### src/ncbd_pkg.sv
package ncbd_pkg;

    localparam int IDX_W       = 15;
    localparam int DATA_W      = 8;
    localparam int PATTERN_AW  = 13;
    localparam int NT_AW       = 11;
    localparam int NT_PAGE_AW  = 10;
    localparam int PRG_BANK_AW = 14;
    localparam int PRG_ROM_AW  = 15;
    localparam int QUEUE_DEPTH = 2;

    localparam logic [15:0] PATTERN_END  = 16'h2000;
    localparam logic [15:0] NT_END       = 16'h3F00;
    localparam logic [15:0] NT_FOLD_BASE = 16'h3000;
    localparam logic [15:0] NT_FOLD      = 16'h1000;
    localparam logic [15:0] PRG_RAM_BASE = 16'h6000;
    localparam logic [15:0] PRG_ROM_BASE = 16'h8000;

    typedef enum logic [1:0] {
        CMD_READ  = 2'd0,
        CMD_WRITE = 2'd1,
        CMD_LOAD  = 2'd2
    } cmd_t;

    typedef enum logic [1:0] {
        CFG_PRG_ROM_BANKS  = 2'd0,
        CFG_PATTERN_IS_RAM = 2'd1,
        CFG_MIRROR_MODE    = 2'd2
    } cfg_idx_t;

    typedef enum logic [2:0] {
        TGT_PATTERN   = 3'd0,
        TGT_NAMETABLE = 3'd1,
        TGT_PRG_RAM   = 3'd2,
        TGT_PRG_ROM   = 3'd3,
        TGT_UNMAPPED  = 3'd4
    } target_t;

    typedef struct packed {
        logic [1:0] prg_rom_banks;
        logic       pattern_is_ram;
        logic       mirror_mode;
    } cfg_t;

    typedef struct packed {
        target_t           target;
        logic [IDX_W-1:0]  idx;
        logic              rd_en;
        logic              wr_en;
        logic [DATA_W-1:0] data;
    } op_t;

endpackage

### src/ncbd_queue.sv
module ncbd_queue (
    input  logic           clk,
    input  logic           rst_n,
    input  logic           push,
    input  ncbd_pkg::op_t  push_op,
    output logic           full,
    input  logic           pop,
    output logic           head_valid,
    output ncbd_pkg::op_t  head_op
);

    localparam int PTR_W = (ncbd_pkg::QUEUE_DEPTH > 1) ? $clog2(ncbd_pkg::QUEUE_DEPTH) : 1;
    localparam int CNT_W = $clog2(ncbd_pkg::QUEUE_DEPTH + 1);

    ncbd_pkg::op_t    slot_reg [ncbd_pkg::QUEUE_DEPTH];
    logic [PTR_W-1:0] wr_ptr_reg, wr_ptr_next;
    logic [PTR_W-1:0] rd_ptr_reg, rd_ptr_next;
    logic [CNT_W-1:0] count_reg, count_next;

    assign full       = (count_reg == CNT_W'(ncbd_pkg::QUEUE_DEPTH));
    assign head_valid = (count_reg != '0);
    assign head_op    = slot_reg[rd_ptr_reg];

    always_comb
    begin
        wr_ptr_next = wr_ptr_reg;
        rd_ptr_next = rd_ptr_reg;
        count_next  = count_reg;
        if (push)
        begin
            wr_ptr_next = (wr_ptr_reg == PTR_W'(ncbd_pkg::QUEUE_DEPTH - 1)) ? '0
                                                                            : wr_ptr_reg + 1'b1;
        end
        if (pop)
        begin
            rd_ptr_next = (rd_ptr_reg == PTR_W'(ncbd_pkg::QUEUE_DEPTH - 1)) ? '0
                                                                            : rd_ptr_reg + 1'b1;
        end
        if (push && !pop)
        begin
            count_next = count_reg + 1'b1;
        end
        else if (pop && !push)
        begin
            count_next = count_reg - 1'b1;
        end
    end

    always_ff @(posedge clk or negedge rst_n)
    begin
        if (!rst_n)
        begin
            wr_ptr_reg <= '0;
            rd_ptr_reg <= '0;
            count_reg  <= '0;
        end
        else
        begin
            wr_ptr_reg <= wr_ptr_next;
            rd_ptr_reg <= rd_ptr_next;
            count_reg  <= count_next;
        end
    end

    always_ff @(posedge clk)
    begin
        if (push)
        begin
            slot_reg[wr_ptr_reg] <= push_op;
        end
    end

endmodule

### config.mk
export PLATFORM = sky130hd
export DESIGN_NAME = ncbd_queue
export DESIGN_NICKNAME = d
export VERILOG_FILES = /design/src/ncbd_pkg.sv /design/src/ncbd_queue.sv
export SDC_FILE = /design/constraint.sdc
export NUM_CORES = 1
export LEC_CHECK = 0
export ABC_AREA = 1
export BUFFER_PORTS_ARGS = -buffer_cell sky130_fd_sc_hd__buf_2
export CORE_MARGIN = 1
export CORE_UTILIZATION = 51
export CTS_CLUSTER_SIZE = 25
export DETAILED_ROUTE_END_ITERATION = 16
export GPL_TIMING_DRIVEN = 0
export PLACE_DENSITY = 0.8
export SLEW_MARGIN = 40
export SYNTH_ARGS = -nofsm -noshare
export SYNTH_HDL_FRONTEND = slang
export SYNTH_SLANG_ARGS = --single-unit
### constraint.sdc
create_clock -name clk -period 2.5 [get_ports clk]
set_input_delay 0.25 -clock clk [delete_from_list [all_inputs] [get_ports clk]]
set_output_delay 0.25 -clock clk [all_outputs]
set_load 0.02 [all_outputs]
==> flow_summary_export.csv, run 1 <==
group,metric,value,unit
global_route,grt_max_degree,29,
timing,slew_violations,0,
worst_setup_path,cp_max_fo,10,
timing,setup_viol,0,
timing,relSlewSlack,0.591,
worst_setup_path,rr_startpoint,"wr_ptr_reg",
detailed_routing,dr.pass1.iters,3,
layout,n_antenna_cell,0,
worst_setup_path,arrival,1.48,ns
layout,design_area,2910,sq um
worst_hold_path,min-delay-start,"push_op[5]",
run_status,status,"complete, no violations",
timing,finalClockSkew,0.00309,ns
worst_setup_path,rr_worst_depth,2,
worst_setup_path,critPathLaunchType,"flip-flop",
worst_setup_path,worstSetupPathType,"flip-flop to output port",
global_route,grt_util_all_layers,0.173,
synthesis,synth-simple-area-share,0.0182,
placed_design,place.gp.congestion,0.638,
global_route,grtUsageMet3,0.0641,
synthesis,netlist.area_leader.share,0.739,
clock_network,ctsResizeCount,0,
pwr,powerDensity,1220,nW/um^2
detailed_routing,drt-initial-drc-count,32,
synthesis,synth-compound-area-share,0,
synthesis,synth.most_common_cell,"edfxtp_1",
synthesis,ys_ff_latch,60,
global_route,use_met1,0.181,
synthesis,yosysTopAreaCell,"edfxtp_1",
layout,largest_reg_flops,56,
worst_hold_path,min_path_cells,1,
timing,period_minus_slack,1.73,ns
clock_network,tritoncts.num_buffers,9,
floorplanning,initial_core_util,0.549,
layout,nets,219,
synthesis,ys.warnings.count,0,
worst_hold_path,hold_end,"slot_reg[0][5]",
detailed_routing,postRouteAntennaNets,0,
timing,rsz0062_at_grt,"false",
global_route,grt_pass1_vias,1200,
floorplanning,num_rows,23,
worst_hold_path,hold_path_class,"input port to flip-flop",
layout,synthToLayoutAreaGrowth,27.8,%
detailed_routing,via_per_inst,4.94,
run,maxCapViolations,0,
synthesis,synth_cell_types,15,
synthesis,synth_nets,145,
floorplanning,ios,62,
layout,drive_above_1_share,0.571,
synthesis,synthFlopType,"edfxtp_1",
placed_design,place_inst,224,
timing,tightest_slew,0.612,ns
synthesis,synthTopCellsByArea,"edfxtp_1 (74%), mux2_2 (8.9%), mux2_4 (6.6%)",
floorplanning,die_height,68.8,um
synthesis,synth_fa_ha_area_frac,0.00550,
layout,fin_cells,241,
pwr,leakage,0.00119,uW
floorplanning,core-area,4140,sq um
placed_design,portBuffers,61,
global_route,grt-ovfl-total,0,
timing,final_hold_viol_count,0,
detailed_routing,vias,1190,
floorplanning,design.die.area,4730,sq um
clock_network,cts_buffer_depth,2,
synthesis,syn_inst,112,
synthesis,synth-xor-area-share,0.0116,
synthesis,async_flop_share,0.0667,
worst_setup_path,ff2ff_setup_slack,1.10,ns
global_route,antenna_found_initial,0,
synthesis,synth_top_family_by_area,"multiplexers",
timing,finalCritPeriodShare,0.693,
synthesis,synth.avg_cell_area,20.3,sq um
global_route,grt_pass1_wl,5320,um
global_route,gr-usage-met2,0.290,
clock_network,tritoncts,"done",
pwr,peakVddDrop,0.000790,V
worst_setup_path,critPathMaxStageDelay,0.36,ns
synthesis,synth.area.mux_share,0.155,
placed_design,dpl_cell_area,2670,sq um
detailed_routing,routedWlPerCell,15.0,um
timing,fmax,0.577,GHz
synthesis,synth_edf_count,56,
worst_setup_path,path_cells,"buf_6 > buf_8 > mux2_4 > buf_2",
worst_setup_path,rr_endpoint,"slot_reg[0][16]",
clock_network,clkTransAtPathRegs,0.06,ns
global_route,grt-busiest-layer,"met2",
clock_network,clkLatencyLatePin,0.32,ns
worst_setup_path,worst_path_max_delay_cell,"dfrtp_1",
placed_design,hpwl,2440,um
synthesis,synthTopCellsByCount,"edfxtp_1 (56), mux2_2 (18), mux2_4 (10), inv_1 (7), nand2_1 (6)",
clock_network,clock-sinks,60,
layout,fill_cells,281,
clock_network,h-tree-depth,3,
synthesis,synth_area,2270,sq um
clock_network,clockRootBuffer,"clkbuf_8",
detailed_routing,drcViolationCount,0,
worst_setup_path,end_kind,"output port",
detailed_routing,wirelength,3620,um
floorplanning,dieWidth,68.8,um
worst_setup_path,cp.required,2.25,ns
synthesis,seq_area_frac_synth,0.783,
## how the worst max path moves through the flow
stage                            to  depth (start not counted)  slack (ns)       start
CTS                     head_op[11]                          4        0.73  rd_ptr_reg
detailed placement      head_op[11]                          4        1.09  rd_ptr_reg
floorplan            slot_reg[0][0]                          1        0.49  wr_ptr_reg
finish                  head_op[11]                          4        0.77  rd_ptr_reg
global route            head_op[26]                          4        0.70  rd_ptr_reg
global placement    slot_reg[0][23]                          3       -0.09        push
## through the flow
| stage | power [uW] | hold slack (ns) | utilization | TNS (ns) | worst slack [ns] |
|---|---|---|---|---|---|
| finish | 3550 | 0.113 | 0.701 | 0 | 0.767 |
| CTS | 3590 | 0.100 | 0.701 | 0 | 0.735 |
| detailed placement | 2570 | 0.0661 | 0.643 | 0 | 1.09 |
| global placement | 2520 | 0.0583 | 0.638 | -2.65 | -0.0949 |
| global route | 3720 | 0.0996 | 0.701 | 0 | 0.698 |
| floorplan | 2240 | -0.0456 | - | 0 | 0.487 |
## worst max-delay path: cells and delay by family, from the launching register on
kind	cells	cell delay [ns]
DFF	1	0.36
muxes	1	0.31
buffers and inverters	3	0.49
## final cells by class
| class | instances | area (sq um) | area share |
|---|---|---|---|
| Clock buffer | 11 | 131 | 0.0452 |
| Sequential cell | 60 | 1780 | 0.613 |
| Timing Repair Buffer | 63 | 330 | 0.114 |
| Multi-Input combinational cell | 42 | 440 | 0.152 |
| Tap cell | 50 | 62.6 | 0.0215 |
| Clock inverter | 5 | 100 | 0.0344 |
| Inverter | 7 | 26.3 | 0.00904 |
| Buffer | 3 | 33.8 | 0.0116 |
## layout by cell type (no fill, tap or decap)
cell           netlist  routed
buf_4                1       1
inv_2                0       1
edfxtp_1            56      56
xor2_1               2       2
mux2_4              10      10
clkinv_2             0       2
dfrtp_1              4       4
mux2_2              18      18
nand4_1              1       1
buf_6                1       1
buf_8                1       2
ha_1                 1       1
nand3_1              1       1
nand2_1              6       6
dlygate4sd3_1        0       1
nor2_4               0       1
clkbuf_8             0       9
inv_1                7       6
clkbuf_1             0       2
nor2_1               2       1
xnor2_1              1       1
buf_2                0      61
bufinv_16            0       3
## power by group
part	switching [uW]	internal [uW]	total (uW)	leakage (uW)
combinational	642	492	1130	0.000500
clock	341	659	1000	0.000117
sequential	70.1	1340	1410	0.000573
total	1050	2490	3550	0.00119
## cells by family (layout without fill, tap and decap cells)
family	count (synthesis)	after routing
muxes	28	28
xor gates and xnor gates	3	3
DFF	60	60
adders and majority gates	1	1
and+or+nand+nor	10	10
buffers and inverters	10	89
## metal layers
| metal | wire length (um) | share of wire | vias to the layer above |
|---|---|---|---|
| met2 | 1870 | 0.52 | 48 |
| li1 | - | - | 570 |
| met3 | 239 | 0.066 | 8 |
| met4 | 80 | 0.022 | 0 |
| met5 | 0 | 0 | - |
| met1 | 1430 | 0.40 | 564 |
## what timing repair did
action	4_1_cts	5_1_grt
endpoints found under the hold margin	4	0
hold buffers	1	0
buffers inserted	0	0
(Power assumes the default switching activity.)
==> run 2: changes to the inputs <==
--- a/config.mk
+++ b/config.mk
@@ -5,7 +5,7 @@
 export SDC_FILE = /design/constraint.sdc
 export NUM_CORES = 1
 export LEC_CHECK = 0
-export ABC_AREA = 1
+export ABC_AREA = 0
 export BUFFER_PORTS_ARGS = -buffer_cell sky130_fd_sc_hd__buf_2
 export CORE_MARGIN = 1
 export CORE_UTILIZATION = 51
==> constraint.sdc (replaced) <==
create_clock -name clk -period 1.7 [get_ports clk]
set_input_delay 0.17 -clock clk [delete_from_list [all_inputs] [get_ports clk]]
set_output_delay 0.17 -clock clk [all_outputs]
set_load 0.02 [all_outputs]
==> flow_summary_export.csv, run 2 <==
group,metric,value,unit
timing,final_hold_viol_count,0,
layout,synthToLayoutAreaGrowth,23.9,%
global_route,grt_util_all_layers,0.175,
floorplanning,initial_core_util,0.548,
pwr,switching_power,1490,uW
layout,fin_cells,231,
placed_design,place.gp.congestion,0.616,
timing,setup_tns,0,ns
pwr,leakage,0.00112,uW
detailed_routing,postRouteAntennaNets,0,
pwr,power_frac_comb,0.343,
clock_network,h-tree-depth,3,
floorplanning,num_rows,23,
pwr,powerDensity,1670,nW/um^2
timing,slew_violations,0,
clock_network,clkTransAtPathRegs,0.06,ns
worst_hold_path,hold_path_class,"input port to flip-flop",
timing,finalClockSkew,0.00483,ns
detailed_routing,wirelength,3530,um
layout,drive_above_1_share,0.586,
clock_network,clkLatencyLatePin,0.32,ns
clock_network,cts_buffer_depth,2,
global_route,grt-ovfl-total,0,
global_route,grt_max_degree,29,
worst_setup_path,end_kind,"output port",
detailed_routing,via_per_inst,5.00,
synthesis,ys.warnings.count,0,
synthesis,seq_area_frac_synth,0.789,
detailed_routing,routedWlPerCell,15.3,um
synthesis,synthTopCellsByArea,"edfxtp_1 (75%), mux2_2 (9.0%), mux2_4 (6.7%)",
worst_setup_path,cp.required,1.53,ns
floorplanning,design.die.area,4700,sq um
timing,fmax,0.619,GHz
pwr,p_int,3200,uW
placed_design,place_inst,214,
placed_design,pre_cts_ws,0.219,ns
placed_design,dpl_cell_area,2630,sq um
floorplanning,die_height,68.5,um
clock_network,tritoncts.num_buffers,9,
synthesis,async_flop_share,0.0667,
synthesis,synth.most_common_cell,"edfxtp_1",
timing,setup_viol,0,
timing,relSlewSlack,0.551,
global_route,grt_pass1_vias,1173,
synthesis,syn_inst,103,
timing,rsz0062_at_grt,"false",
layout,n_antenna_cell,0,
pwr,peakVddDrop,0.00112,V
pwr,switching_share,0.318,
detailed_routing,vias,1155,
detailed_routing,drt-initial-drc-count,47,
timing,period_minus_slack,1.62,ns
placed_design,hpwl,2410,um
clock_network,clockRootBuffer,"clkbuf_8",
clock_network,postCtsSetupRepairBufs,0,
synthesis,ys_ff_latch,60,
timing,finalCritPeriodShare,0.950,
floorplanning,dieWidth,68.5,um
timing,tightest_slew,0.674,ns
layout,nets,209,
synthesis,yosysTopAreaCell,"edfxtp_1",
detailed_routing,dr.pass1.iters,4,
clock_network,tritoncts,"done",
clock_network,ctsResizeCount,0,
synthesis,synth_cell_types,15,
layout,mostFrequentLayoutCells,"buf_2 (61), edfxtp_1 (56), mux2_2 (18)",
layout,layout_commonest_cell,"buf_2",
synthesis,synth.avg_cell_area,21.9,sq um
run,maxCapViolations,0,
layout,largest_reg_flops,56,
synthesis,synth_area,2260,sq um
synthesis,netlist.area_leader.share,0.745,
pwr,power.share.sequential,0.445,
worst_setup_path,worstSetupPathType,"flip-flop to output port",
worst_setup_path,arrival,1.45,ns
worst_setup_path,critPathLaunchType,"flip-flop",
global_route,grt_pass1_wl,5420,um
global_route,antenna_found_initial,0,
run_status,status,"complete, no violations",
synthesis,synth_edf_count,56,
timing,holdWs,0.0314,ns
floorplanning,core-area,4120,sq um
synthesis,synthFlopType,"edfxtp_1",
placed_design,portBuffers,61,
pwr,clkPwrFrac,0.213,
worst_setup_path,cp_max_fo,19,
layout,design_area,2800,sq um
clock_network,clock-sinks,60,
timing,setup_slack,0.0848,ns
floorplanning,ios,62,
detailed_routing,drcViolationCount,0,
synthesis,synth_nets,136,
synthesis,synthTopCellsByCount,"edfxtp_1 (56), mux2_2 (18), mux2_4 (10), dfrtp_1 (4), xor2_1 (4)",
-- run 2: cell families (layout without fill, tap and decap cells) --
logic type / Yosys count / in the layout / synth area share
xor gates and xnor gates: 5 / 5 / 0.0194
muxes: 28 / 28 / 0.156
buffers and inverters: 4 / 82 / 0.0166
and+or+nand+nor: 5 / 5 / 0.0128
adders and majority gates: 1 / 1 / 0.00554
DFF: 60 / 60 / 0.789
-- run 2: path summary, 6_finish.rpt --
check | cells past startpoint | startpoint | slack (ns) | to
min in group asynchronous | 2 | rst_n | 0.19 | count_reg[1]
max | 3 | rd_ptr_reg | 0.08 | head_op[19]
max in group asynchronous | 2 | rst_n | 1.38 | rd_ptr_reg
min | 1 | push_op[5] | 0.03 | slot_reg[1][5]
min reg2reg | 1 | count_reg[1] | 0.51 | count_reg[1]
max reg2reg | 1 | wr_ptr_reg | 0.30 | slot_reg[1][0]
-- run 2: critical path, stage by stage (launching register included) --
cell and delay, ns:
dfrtp_1 0.36, buf_6 0.23, mux2_2 0.37, buf_2 0.16
-- run 2: routing by layer --
layer / vias to the layer above / GRT usage / part of all wire
met5: - / 0 / 0
met4: 0 / 0.102 / 0.014
met3: 7 / 0.0674 / 0.084
met2: 55 / 0.277 / 0.48
met1: 552 / 0.202 / 0.42
li1: 541 / - / -
-- run 2: area by class of cell --
| type | count | area (sq um) |
|---|---|---|
| buffer | 2 | 18.8 |
| clock buffer | 13 | 139 |
| clock inverter | 3 | 13.8 |
| fill | 294 | 1320 |
| inverter | 1 | 3.75 |
| multi-input combinational | 39 | 447 |
| sequential | 60 | 1780 |
| tap | 50 | 62.6 |
| timing repair buffer | 63 | 330 |
-- run 2: repair_timing --
| item | in CTS | in global routing |
|---|---|---|
| endpoints found under the hold margin | 4 | 0 |
| setup endpoints to repair | 0 | 10 |
| hold buffers | 1 | 0 |
-- run 2: metrics by stage --
| stage | power (uW) | util |
|---|---|---|
| 2_1_floorplan | 3290 | - |
| 3_3_place_gp | 3700 | 0.638 |
| 3_5_place_dp | 3770 | 0.640 |
| 4_1_cts | 4770 | 0.680 |
| 5_1_grt | 4940 | 0.680 |
| 6_report | 4680 | 0.680 |
-- run 2: power by group through the flow --
stage / Sequential (uW) / Clock, uW / Combinational (uW)
detailed placement: 2120 / 0 / 1650
finish: 2080 / 997 / 1600
global route: 2110 / 1080 / 1740
floorplan: 2080 / 0 / 1210
global placement: 2090 / 0 / 1610
CTS: 2090 / 1020 / 1650
