$ cat src/ncbd_pkg.sv
package ncbd_pkg;

    localparam int IDX_W       = 15;
    localparam int DATA_W      = 8;
    localparam int PATTERN_AW  = 13;
    localparam int NT_AW       = 11;
    localparam int NT_PAGE_AW  = 10;
    localparam int PRG_BANK_AW = 14;
    localparam int PRG_ROM_AW  = 15;
    localparam int QUEUE_DEPTH = 2;

    localparam logic [15:0] PATTERN_END  = 16'h2000;
    localparam logic [15:0] NT_END       = 16'h3F00;
    localparam logic [15:0] NT_FOLD_BASE = 16'h3000;
    localparam logic [15:0] NT_FOLD      = 16'h1000;
    localparam logic [15:0] PRG_RAM_BASE = 16'h6000;
    localparam logic [15:0] PRG_ROM_BASE = 16'h8000;

    typedef enum logic [1:0] {
        CMD_READ  = 2'd0,
        CMD_WRITE = 2'd1,
        CMD_LOAD  = 2'd2
    } cmd_t;

    typedef enum logic [1:0] {
        CFG_PRG_ROM_BANKS  = 2'd0,
        CFG_PATTERN_IS_RAM = 2'd1,
        CFG_MIRROR_MODE    = 2'd2
    } cfg_idx_t;

    typedef enum logic [2:0] {
        TGT_PATTERN   = 3'd0,
        TGT_NAMETABLE = 3'd1,
        TGT_PRG_RAM   = 3'd2,
        TGT_PRG_ROM   = 3'd3,
        TGT_UNMAPPED  = 3'd4
    } target_t;

    typedef struct packed {
        logic [1:0] prg_rom_banks;
        logic       pattern_is_ram;
        logic       mirror_mode;
    } cfg_t;

    typedef struct packed {
        target_t           target;
        logic [IDX_W-1:0]  idx;
        logic              rd_en;
        logic              wr_en;
        logic [DATA_W-1:0] data;
    } op_t;

endpackage

$ cat src/ncbd_if.sv
interface ncbd_req_if;
    logic        valid;
    logic        ready;
    logic [1:0]  command;
    logic [15:0] address;
    logic [7:0]  write_data;

    modport source (output valid, command, address, write_data, input ready);
    modport sink   (input valid, command, address, write_data, output ready);
endinterface


$ cat src/ncbd_front.sv
module ncbd_front #(
    parameter int PRG_RAM_BYTES = 8192
) (
    input  logic            clk,
    input  logic            rst_n,
    input  logic            cfg_we,
    input  logic [1:0]      cfg_index,
    input  logic [1:0]      cfg_data,
    ncbd_req_if.sink        req,
    input  logic            q_full,
    output logic            push,
    output ncbd_pkg::op_t   push_op
);

    ncbd_pkg::cfg_t cfg_reg;
    ncbd_pkg::cfg_t cfg_next;

    always_comb
    begin
        cfg_next = cfg_reg;
        if (cfg_we)
        begin
            case (ncbd_pkg::cfg_idx_t'(cfg_index))
                ncbd_pkg::CFG_PRG_ROM_BANKS:  cfg_next.prg_rom_banks  = cfg_data;
                ncbd_pkg::CFG_PATTERN_IS_RAM: cfg_next.pattern_is_ram = cfg_data[0];
                ncbd_pkg::CFG_MIRROR_MODE:    cfg_next.mirror_mode    = cfg_data[0];
                default: cfg_next = cfg_reg;
            endcase
        end
    end

    always_ff @(posedge clk or negedge rst_n)
    begin
        if (!rst_n)
        begin
            cfg_reg.prg_rom_banks  <= 2'd2;
            cfg_reg.pattern_is_ram <= 1'b0;
            cfg_reg.mirror_mode    <= 1'b0;
        end
        else
        begin
            cfg_reg <= cfg_next;
        end
    end

    assign req.ready = !q_full;
    assign push      = req.valid && !q_full;

    logic [13:0] ram_off;
    logic        rom_like;
    logic        nt_page;
    logic [15:0] nt_addr;

    always_comb
    begin
        ram_off  = {1'b0, req.address[12:0]};
        // bring the offset below the RAM size; it starts below four times that size
        for (int i = 0; i < 3; i++)
        begin
            if (ram_off >= 14'(PRG_RAM_BYTES))
            begin
                ram_off = ram_off - 14'(PRG_RAM_BYTES);
            end
        end

        nt_addr = req.address;
        if (req.address >= ncbd_pkg::NT_FOLD_BASE)
        begin
            nt_addr = req.address - ncbd_pkg::NT_FOLD;
        end
        nt_page = cfg_reg.mirror_mode ? nt_addr[10] : nt_addr[11];

        rom_like       = 1'b0;
        push_op.target = ncbd_pkg::TGT_UNMAPPED;
        push_op.idx    = '0;
        if (req.address < ncbd_pkg::PATTERN_END)
        begin
            push_op.target = ncbd_pkg::TGT_PATTERN;
            push_op.idx    = ncbd_pkg::IDX_W'(req.address[ncbd_pkg::PATTERN_AW-1:0]);
            rom_like       = !cfg_reg.pattern_is_ram;
        end
        else if (req.address < ncbd_pkg::NT_END)
        begin
            push_op.target = ncbd_pkg::TGT_NAMETABLE;
            push_op.idx    = ncbd_pkg::IDX_W'({nt_page,
                                               nt_addr[ncbd_pkg::NT_PAGE_AW-1:0]});
        end
        else if (req.address >= ncbd_pkg::PRG_RAM_BASE
                 && req.address < ncbd_pkg::PRG_ROM_BASE)
        begin
            push_op.target = ncbd_pkg::TGT_PRG_RAM;
            push_op.idx    = ncbd_pkg::IDX_W'(ram_off);
        end
        else if (req.address >= ncbd_pkg::PRG_ROM_BASE)
        begin
            rom_like = 1'b1;
            if (cfg_reg.prg_rom_banks == 2'd1)
            begin
                push_op.target = ncbd_pkg::TGT_PRG_ROM;
                push_op.idx    = ncbd_pkg::IDX_W'(req.address[ncbd_pkg::PRG_BANK_AW-1:0]);
            end
            else if (cfg_reg.prg_rom_banks != 2'd0)
            begin
                // three banks saturate to two
                push_op.target = ncbd_pkg::TGT_PRG_ROM;
                push_op.idx    = req.address[ncbd_pkg::PRG_ROM_AW-1:0];
            end
        end

        push_op.rd_en = 1'b0;
        push_op.wr_en = 1'b0;
        push_op.data  = req.write_data;
        case (ncbd_pkg::cmd_t'(req.command))
            ncbd_pkg::CMD_READ:  push_op.rd_en = 1'b1;
            ncbd_pkg::CMD_WRITE: push_op.wr_en = !rom_like;
            ncbd_pkg::CMD_LOAD:  push_op.wr_en = 1'b1;
            default:
            begin
                push_op.rd_en = 1'b0;
                push_op.wr_en = 1'b0;
            end
        endcase
    end

endmodule

$ cat src/flat_wrapper.sv
// flat-port wrapper written by rule: the top's interface ports become plain ports
module ncbd_front_flat 
#(
    parameter int PRG_RAM_BYTES = 8192
)
  (clk, rst_n, cfg_we, cfg_index, cfg_data, q_full, push, push_op, req_valid, req_command, req_address, req_write_data, req_ready);
  ncbd_req_if req_i ();
  input  logic clk;
  input  logic rst_n;
  input  logic cfg_we;
  input  logic [1:0] cfg_index;
  input  logic [1:0] cfg_data;
  input  logic q_full;
  output logic push;
  output ncbd_pkg::op_t push_op;
  input wire logic [$bits(req_i.valid)-1:0] req_valid;
  input wire logic [$bits(req_i.command)-1:0] req_command;
  input wire logic [$bits(req_i.address)-1:0] req_address;
  input wire logic [$bits(req_i.write_data)-1:0] req_write_data;
  output wire logic [$bits(req_i.ready)-1:0] req_ready;
  assign req_i.valid = req_valid;
  assign req_i.command = req_command;
  assign req_i.address = req_address;
  assign req_i.write_data = req_write_data;
  assign req_ready = req_i.ready;
  ncbd_front #(.PRG_RAM_BYTES(PRG_RAM_BYTES)) u_core (.clk(clk), .rst_n(rst_n), .cfg_we(cfg_we), .cfg_index(cfg_index), .cfg_data(cfg_data), .req(req_i), .q_full(q_full), .push(push), .push_op(push_op));
endmodule
$ cat config.mk
export PLATFORM = sky130hd
export DESIGN_NAME = ncbd_front_flat
export DESIGN_NICKNAME = d
export VERILOG_FILES = /design/src/ncbd_pkg.sv /design/src/ncbd_if.sv /design/src/ncbd_front.sv /design/src/flat_wrapper.sv
export SDC_FILE = /design/constraint.sdc
export NUM_CORES = 1
export LEC_CHECK = 0
export ABC_AREA = 1
export ABC_CLOCK_PERIOD_IN_PS = 1700
export BUFFER_PORTS_ARGS = -buffer_cell sky130_fd_sc_hd__buf_2
export CELL_PAD_IN_SITES_DETAIL_PLACEMENT = 1
export CELL_PAD_IN_SITES_GLOBAL_PLACEMENT = 1
export CORE_MARGIN = 5
export CORE_UTILIZATION = 23
export DETAILED_ROUTE_END_ITERATION = 16
export PLACE_DENSITY = 0.89
export RECOVER_POWER = 100
export SYNTH_ARGS = -nofsm -noshare
export SYNTH_HDL_FRONTEND = slang
export SYNTH_SLANG_ARGS = --single-unit
$ cat constraint.sdc
create_clock -name clk -period 1.7 [get_ports clk]
set_clock_uncertainty 0.05 [all_clocks]
set_input_delay 0.34 -clock clk [delete_from_list [all_inputs] [get_ports clk]]
set_output_delay 0.34 -clock clk [all_outputs]
set_load 0.02 [all_outputs]
==> results of run 1 <==
==> power groups by stage <==
stage / clock network (uW) / registers (uW) / logic, uW
global route: 144 / 125 / 451
floorplan: 0 / 120 / 232
CTS: 136 / 123 / 403
detailed placement: 0 / 123 / 333
finish: 132 / 123 / 409
global placement: 0 / 122 / 325
==> cells in the mapped netlist, drive strengths merged <==
library cell | instances | area share, %
a21boi | 1 | 0.95
a21oi | 2 | 1.7
buf | 15 | 13
dfrtp | 3 | 9.5
dfstp | 1 | 3.3
ha | 3 | 4.8
inv | 28 | 13
nand2 | 38 | 18
nand3 | 28 | 19
nand3b | 1 | 0.95
nand4 | 10 | 7.9
nor2 | 7 | 4.3
nor3 | 1 | 0.63
o21ai | 3 | 1.9
==> per-stage QoR <==
step           utilization (%)  setup WS [ns]
5_1_grt                   35.7         -0.107
3_5_place_dp              30.8         0.0884
2_1_floorplan                -          0.143
3_3_place_gp              30.8          0.108
4_1_cts                   35.2        -0.0305
6_report                  35.7        -0.0203
==> repair_timing <==
| item | 4_1_cts | 5_1_grt |
|---|---|---|
| pin swaps | 4 | 4 |
| gates resized for setup | 30 | 10 |
| hold buffers | 1 | 0 |
| endpoints found under the setup margin | 15 | 14 |
| setup buffers | 1 | 0 |
| cloned | 1 | 0 |
| endpoints found under the hold margin | 3 | 0 |
==> final timing paths <==
check                                  startpoint                 to  slack [ns]  cells past startpoint
worst min register to register  u_core.cfg_reg[1]  u_core.cfg_reg[1]        0.46                      2
worst min-delay path                  cfg_data[1]  u_core.cfg_reg[3]        0.31                      3
worst max-delay path            u_core.cfg_reg[3]        push_op[18]       -0.02                      8
max in group asynchronous                   rst_n  u_core.cfg_reg[3]        0.95                      2
worst max register to register  u_core.cfg_reg[3]  u_core.cfg_reg[3]        0.78                      3
min in group asynchronous                   rst_n  u_core.cfg_reg[0]        0.40                      2
==> layer usage <==
metal | vias to the layer above | global-route usage, % | routed length [um]
met4 | 0 | 3.97 | 0
met2 | 23 | 22.5 | 1460
met1 | 471 | 12.4 | 1080
li1 | 532 | - | -
met3 | 0 | 2.43 | 130
met5 | - | 0 | 0
==> cell families (layout without fill, tap and decap cells) <==
group	count (synthesis)	in the layout	synth area share, %
AOI/OAI and AO/OA	6	6	4.60
adders and majority gates	3	3	4.76
buffers and inverters	43	89	26.5
DFF	4	4	12.9
and+or+nand+nor	85	85	51.3
==> critical path, cell delays in order (launching register included) <==
cell and delay (ns):
dfstp_2 0.51, inv_2 0.04, nand2_4 0.07, buf_6 0.12, nand3_1 0.07, nand2_1 0.06, inv_1 0.04, nand2_1 0.06
buf_6 0.12
==> layout make-up <==
cell class	count	area (sq um)	share of cell area (%)
Clock buffer	4	26.3	2.20
Inverter	28	105	8.81
Multi-Input combinational cell	94	518	43.4
Sequential cell	4	101	8.50
Tap cell	46	57.6	4.83
Timing Repair Buffer	57	384	32.2
==> impl_metrics.env, run 1 <==
export IMPL_fin_total_pwr_uw=664
export IMPL_combPwrFrac_pct=61.6
export IMPL_mostFrequentLayoutCells="31 x nand2_1, 26 x buf_2, 24 x inv_1, 22 x nand3_1, 12 x buf_6"
export IMPL_vias=1026
export IMPL_fin_ws_ns=-0.0203
export IMPL_firstDrtPassIters=4
export IMPL_initial_core_util_pct=23.6
export IMPL_routed_wirelength_um=2670
export IMPL_layout_commonest_cell="nand2_1"
export IMPL_cp_start_kind="flop"
export IMPL_grt_ovfl_total=0
export IMPL_critPathKind="reg -> out"
export IMPL_hold_path_class="in -> reg"
export IMPL_drtAntennaViolNets=0
export IMPL_ios=65
export IMPL_wl_per_cell_um=11.5
export IMPL_numCtsBuffers=3
export IMPL_clk_latency_ns=0.24
export IMPL_period_share_pct=101
export IMPL_netlist_area_sq_um=788
export IMPL_syn_area_per_cell_sq_um=5.59
export IMPL_core_area_sq_um=3340
export IMPL_violations="negative setup slack"
export IMPL_place_hpwl_um=2120
export IMPL_die_area_sq_um=4700
export IMPL_largest_register_ffs=4
export IMPL_cap_violations=0
export IMPL_p_leak_uw=0.000698
export IMPL_drt_initial_drc_count=40
export IMPL_syn_inst=141
export IMPL_place_inst=226
export IMPL_layout_min_cycle_time_ns=1.72
export IMPL_htreeDepth=1
export IMPL_slew_limit_headroom_pct=80.8
export IMPL_antenna_found_initial=0
export IMPL_place_area_sq_um=1030
export IMPL_rows=21
export IMPL_ir_worst_vdd_mv=0.242
export IMPL_synth_seq_cells=4
export IMPL_drcViolationCount=0
export IMPL_finish_instance_area_sq_um=1190
export IMPL_grt_max_degree=14
export IMPL_hold_worst_slack_ns=0.310
export IMPL_chipHeight_um=68.5
export IMPL_fmax_mhz=581
export IMPL_cts_root_buffer="clkbuf_4"
export IMPL_rsz0062_at_grt="true"
export IMPL_cts_buffer_depth=2
export IMPL_end_kind="output pin"
export IMPL_nets=226
export IMPL_power_internal_uw=378
export IMPL_status="complete, but fails checks"
export IMPL_antennaDiodeCount=0
export IMPL_switchingPower_uw=286
export IMPL_grt_use_total_pct=11.7
export IMPL_area_delta_synth_final_pct=51.3
export IMPL_cts_tree="done"
export IMPL_yosysUniqueCellTypes=21
export IMPL_grt_pass1_vias=1015
export IMPL_layout_drive_gt1_share_pct=40.6
export IMPL_finalSetupTns_ns=-0.0824
export IMPL_path_clk_slew_ns=0.04
export IMPL_slew_viol_final=0
export IMPL_finalSetupViolCount=8
export IMPL_synth_seq_area_share_pct=12.9
export IMPL_crit_fanout=5
export IMPL_port_buffers=48
export IMPL_seq_power_share_pct=18.5
export IMPL_worst_pin_slew_ns=0.287
export IMPL_synth_nets=179
export IMPL_cts_sinks=4
export IMPL_chipWidth_um=68.5
export IMPL_required_ns=1.31
export IMPL_fillers=458
export IMPL_hold_violations=0
export IMPL_clkPwrFrac_pct=19.9
export IMPL_ys_warn_count=0
export IMPL_final_cell_count_no_fill=233
export IMPL_powerDensity_nw_per_um2=557
export IMPL_grt_pass1_wl_um=4220
export IMPL_switching_share_pct=43.1
export IMPL_gp_congestion=0.705
export IMPL_viasPerCell=4.40
export IMPL_critPathArrivalTime_ns=1.33
No activity file was read; power rests on OpenSTA's default activity.
==> run 2, diff against run 1 <==
--- a/config.mk
+++ b/config.mk
@@ -15,6 +15,7 @@
 export DETAILED_ROUTE_END_ITERATION = 16
 export PLACE_DENSITY = 0.89
 export RECOVER_POWER = 100
+export SETUP_SLACK_MARGIN = 0.15
 export SYNTH_ARGS = -nofsm -noshare
 export SYNTH_HDL_FRONTEND = slang
 export SYNTH_SLANG_ARGS = --single-unit
==> run 2 against run 1 <==
The flow still finishes with violations (negative setup slack); critical path depth stayed put; worst setup slack worse by 0.060 ns; total power is 9.7% higher; wire length is 13% higher; critical endpoint is now push_op[14]; largest cell class unchanged.
==> impl_metrics.env, run 2 (same netlist as run 1, synthesis figures left out) <==
export IMPL_layout_min_cycle_time_ns=1.78
export IMPL_antennaDiodeCount=0
export IMPL_grt_ovfl_total=0
export IMPL_antenna_found_initial=0
export IMPL_fin_total_pwr_uw=729
export IMPL_area_delta_synth_final_pct=71.6
export IMPL_met2WireLength_um=1660
export IMPL_critPathArrivalTime_ns=1.39
export IMPL_layout_commonest_cell="nand2_1"
export IMPL_routed_wirelength_um=3000
export IMPL_hold_path_class="in -> reg"
export IMPL_nets=231
export IMPL_ios=65
export IMPL_cts_sinks=4
export IMPL_pre_cts_slack_ns=0.0221
export IMPL_numCtsBuffers=3
export IMPL_wl_per_cell_um=12.6
export IMPL_mostFrequentLayoutCells="32 x nand2_1, 24 x inv_1, 24 x buf_2, 20 x nand3_1"
export IMPL_fin_ws_ns=-0.0807
export IMPL_powerDensity_nw_per_um2=539
export IMPL_final_cell_count_no_fill=238
export IMPL_end_kind="output pin"
export IMPL_drcViolationCount=0
export IMPL_top_layer_used="met4"
export IMPL_cp_slowest_stage_delay_ns=0.52
export IMPL_cap_violations=0
export IMPL_cts_root_buffer="clkbuf_4"
export IMPL_largest_register_ffs=4
export IMPL_vias=1060
export IMPL_place_inst=226
export IMPL_cts_buffer_depth=2
export IMPL_core_area_sq_um=3340
export IMPL_viasPerCell=4.45
export IMPL_slew_limit_headroom_pct=83.5
export IMPL_place_area_sq_um=1030
export IMPL_crit_fanout=8
export IMPL_fmax_mhz=562
export IMPL_gp_congestion=0.671
export IMPL_required_ns=1.31
export IMPL_violations="negative setup slack"
export IMPL_path_clk_slew_ns=0.04
export IMPL_hold_worst_slack_ns=0.296
export IMPL_chipHeight_um=68.5
export IMPL_die_area_sq_um=4700
export IMPL_grt_pass1_vias=1032
export IMPL_firstDrtPassIters=4
export IMPL_m1WireLength_um=1150
export IMPL_wl_met3_um=177
export IMPL_finalSetupViolCount=14
export IMPL_rsz0062_at_grt="true"
export IMPL_worst_pin_slew_ns=0.248
export IMPL_status="complete, but fails checks"
export IMPL_crit_path_top_delay_cell="dfstp_2"
export IMPL_crit_chain="inv_2 -> nand2_4 -> buf_8 -> nand3_2 -> nand2_2 -> inv_1 -> nand2_1 -> buf_6"
export IMPL_finish_instance_area_sq_um=1350
export IMPL_drtAntennaViolNets=0
export IMPL_clk_latency_ns=0.24
export IMPL_rows=21
export IMPL_initial_core_util_pct=23.6
export IMPL_grt_max_degree=14
export IMPL_critPathKind="reg -> out"
export IMPL_ir_worst_vdd_mv=0.286
export IMPL_slew_viol_final=0
export IMPL_grt_pass1_wl_um=4360
export IMPL_hold_violations=0
export IMPL_place_hpwl_um=2210
export IMPL_drt_initial_drc_count=41
export IMPL_port_buffers=48
export IMPL_chipWidth_um=68.5
export IMPL_cts_tree="done"
export IMPL_grt_use_total_pct=12.1
export IMPL_htreeDepth=1
export IMPL_p_leak_uw=0.000772
export IMPL_period_share_pct=105
export IMPL_cp_start_kind="flop"
export IMPL_layout_drive_gt1_share_pct=45.3
## run 2: changes by cell type in the layout (fill, tap and decap cells not counted), sizes merged
cell    previous run  this run
buf               48        57
clkbuf            12         8
## run 2: through the flow
step | util, % | setup TNS [ns]
2_1_floorplan | - | 0
3_3_place_gp | 30.8 | 0
3_5_place_dp | 30.8 | 0
4_1_cts | 35.8 | -0.441
5_1_grt | 40.5 | -1.44
6_report | 40.5 | -0.420
## run 2: metal layers
metal / track usage, % / vias to the layer above
met5: 0 / -
met3: 2.11 / 2
met1: 13.2 / 482
met2: 23.1 / 33
li1: - / 543
met4: 3.72 / 0
## run 2: worst max-delay path, delay by kind of cell (launching register included)
kind | cells | cell delay [ns]
flops | 1 | 0.52
buf+inv | 4 | 0.35
simple gates | 4 | 0.29
## run 2: timing repair
| item | in CTS | in global routing |
|---|---|---|
| resized for setup | 38 | 23 |
| gates cloned | 0 | 1 |
| pin swaps | 7 | 15 |
| endpoints found under the setup margin | 18 | 19 |
| hold endpoints to repair | 3 | 0 |
| buffers inserted | 2 | 4 |
| hold buffers | 1 | 0 |
## run 2: cell type report
cell class | instances | area (sq um)
inverters | 28 | 108
clock buffers | 4 | 26.3
fillers | 447 | 1980
well taps | 46 | 57.6
multi-input cells | 94 | 562
repair buffers | 62 | 498
flip-flops and latches | 4 | 101
## run 2: path summary, 6_finish.rpt
kind                              startpoint                end  slack (ns)  depth (start not counted)
max                        u_core.cfg_reg[3]        push_op[14]       -0.08                          8
min                              cfg_data[1]  u_core.cfg_reg[3]        0.30                          3
max reg2reg                u_core.cfg_reg[3]  u_core.cfg_reg[3]        0.52                          5
min reg2reg                u_core.cfg_reg[1]  u_core.cfg_reg[1]        0.43                          2
max in group asynchronous              rst_n  u_core.cfg_reg[3]        0.92                          2
min in group asynchronous              rst_n  u_core.cfg_reg[2]        0.42                          2
## run 2: where the power goes
| part | internal (uW) | total, uW | switching, uW |
|---|---|---|---|
| Clock | 88.6 | 136 | 47.2 |
| Sequential | 114 | 122 | 8.26 |
| Combinational | 216 | 471 | 255 |
| Total | 418 | 729 | 311 |
==> run 3, diff against run 2 <==
--- a/config.mk
+++ b/config.mk
@@ -13,6 +13,7 @@
 export CORE_MARGIN = 5
 export CORE_UTILIZATION = 23
 export DETAILED_ROUTE_END_ITERATION = 16
+export GPL_TIMING_DRIVEN = 0
 export PLACE_DENSITY = 0.89
 export RECOVER_POWER = 100
 export SETUP_SLACK_MARGIN = 0.15
==> run 3 against run 2 <==
The run still ends with negative setup slack left; utilization down 0.45 points; register-to-register slack better by 0.22 ns; clock power about the same; global-route usage up 0.089 points; die area unchanged; largest power group unchanged; clock-buffer cell count unchanged; hold slack better by 0.0085 ns.
==> impl_metrics.env, run 3 (same netlist as run 1, synthesis figures left out) <==
export IMPL_top_layer_used="met4"
export IMPL_crit_chain="inv_2 -> nand2_4 -> buf_6 -> nand3_2 -> nand2_1 -> inv_1 -> nand2_1 -> buf_6"
export IMPL_place_area_sq_um=1130
export IMPL_initial_core_util_pct=23.6
export IMPL_slew_viol_final=0
export IMPL_violations="negative setup slack"
export IMPL_cts_root_buffer="clkbuf_4"
export IMPL_grt_max_degree=11
export IMPL_grt_pass1_vias=1070
export IMPL_fin_ws_ns=-0.0326
export IMPL_p_leak_uw=0.000754
export IMPL_grt_ovfl_total=0
export IMPL_largest_register_ffs=4
export IMPL_required_ns=1.31
export IMPL_critPathArrivalTime_ns=1.34
export IMPL_finalSetupViolCount=9
export IMPL_drtAntennaViolNets=0
export IMPL_hold_violations=0
export IMPL_cts_buffer_depth=2
export IMPL_hold_path_class="in -> reg"
export IMPL_core_area_sq_um=3340
export IMPL_ir_worst_vdd_mv=0.302
export IMPL_rows=21
export IMPL_viasPerCell=4.53
export IMPL_grt_pass1_wl_um=4490
export IMPL_place_hpwl_um=2290
export IMPL_powerDensity_nw_per_um2=537
export IMPL_port_buffers=56
export IMPL_layout_drive_gt1_share_pct=46.1
export IMPL_seqCellArea_sq_um=101
export IMPL_drcViolationCount=0
export IMPL_cp_start_kind="flop"
export IMPL_antennaDiodeCount=0
export IMPL_layout_min_cycle_time_ns=1.73
export IMPL_mostFrequentLayoutCells="29 x nand2_1, 28 x buf_2, 21 x inv_1, 20 x nand3_1"
export IMPL_chipHeight_um=68.5
export IMPL_end_kind="output pin"
export IMPL_nets=243
export IMPL_period_share_pct=102
export IMPL_wl_per_cell_um=11.8
export IMPL_pre_cts_slack_ns=0.0421
export IMPL_crit_path_top_delay_cell="dfstp_2"
export IMPL_crit_fanout=5
export IMPL_m1WireLength_um=1130
export IMPL_die_area_sq_um=4700
export IMPL_chipWidth_um=68.5
export IMPL_met2WireLength_um=1600
export IMPL_cp_slowest_stage_delay_ns=0.51
export IMPL_ios=65
export IMPL_vias=1133
export IMPL_grt_use_total_pct=12.1
export IMPL_cap_violations=0
export IMPL_finish_instance_area_sq_um=1340
export IMPL_slew_limit_headroom_pct=83.0
export IMPL_numCtsBuffers=3
export IMPL_area_delta_synth_final_pct=69.7
export IMPL_cts_sinks=4
export IMPL_cts_tree="done"
export IMPL_antenna_found_initial=0
export IMPL_multi_input_area_sq_um=557
export IMPL_worst_pin_slew_ns=0.257
export IMPL_path_clk_slew_ns=0.04
export IMPL_firstDrtPassIters=4
export IMPL_drt_initial_drc_count=28
export IMPL_rsz0062_at_grt="true"
export IMPL_finalSetupTns_ns=-0.188
export IMPL_routed_wirelength_um=2940
export IMPL_gp_congestion=0.696
export IMPL_critPathKind="reg -> out"
export IMPL_fillers=469
export IMPL_wl_met3_um=202
export IMPL_fmax_mhz=577
export IMPL_htreeDepth=1
export IMPL_clk_latency_ns=0.24
export IMPL_status="complete, but fails checks"
export IMPL_layout_commonest_cell="nand2_1"
-- run 3: cell count changes in the layout (fill, tap and decap cells not counted), moves of 3 or more --
cell	delta
nand2_2	+4
nand2_1	-3
buf_2	+4
inv_1	-3
inv_2	+4
clkbuf_1	+10
-- run 3: per-layer routing --
layer	vias to the layer above	track usage (%)
met4	0	3.97
met1	529	13.7
met2	35	22.8
li1	567	-
met5	-	0
met3	2	2.11
-- run 3: per-stage QoR --
step / util, % / hold slack [ns] / instances / power (uW)
5_1_grt: 40.1 / 0.311 / 250 / 774
6_report: 40.1 / 0.305 / 250 / 718
3_3_place_gp: 33.7 / 0.0987 / 243 / 479
3_5_place_dp: 33.7 / 0.101 / 243 / 489
2_1_floorplan: - / -0.00559 / 141 / 353
4_1_cts: 38.7 / 0.297 / 250 / 712
-- run 3: power by group --
part	leakage [uW]	total (uW)	switching, uW	internal, uW
Combinational	0.000691	463	265	198
Clock	0.0000150	133	44.1	88.4
Sequential	0.0000480	122	8.76	114
Total	0.000754	718	318	400
-- run 3: worst max-delay path, delay by kind of cell (launching register included) --
kind,cells,cell delay [ns]
flip-flops,1,0.51
buffers and inverters,4,0.32
AND/OR/NAND/NOR,4,0.27
-- run 3: layout make-up --
| cell class | instances | share of cell area (%) |
|---|---|---|
| multi-input cells | 94 | 41.6 |
| repair buffers | 59 | 28.4 |
| plain buffers | 15 | 8.23 |
| inverters | 28 | 7.86 |
| flip-flops and latches | 4 | 7.58 |
| well taps | 46 | 4.30 |
| clock buffers | 4 | 1.96 |
-- run 3: worst paths after layout --
check | startpoint | end | slack (ns) | cells after the start
hold reg to reg | u_core.cfg_reg[1] | u_core.cfg_reg[1] | 0.43 | 2
min in group asynchronous | rst_n | u_core.cfg_reg[0] | 0.43 | 2
setup reg to reg | u_core.cfg_reg[3] | u_core.cfg_reg[3] | 0.74 | 3
setup / recovery | u_core.cfg_reg[3] | push_op[13] | -0.03 | 8
hold / removal | cfg_data[1] | u_core.cfg_reg[3] | 0.30 | 3
max in group asynchronous | rst_n | u_core.cfg_reg[3] | 0.90 | 2
-- run 3: timing repair --
item | CTS | global route
buffers inserted | 1 | 0
hold buffers | 1 | 0
endpoints found under the hold margin | 3 | 0
gates resized for setup | 38 | 23
cloned | 1 | 0
setup endpoints to repair | 17 | 19
pin swaps | 8 | 17
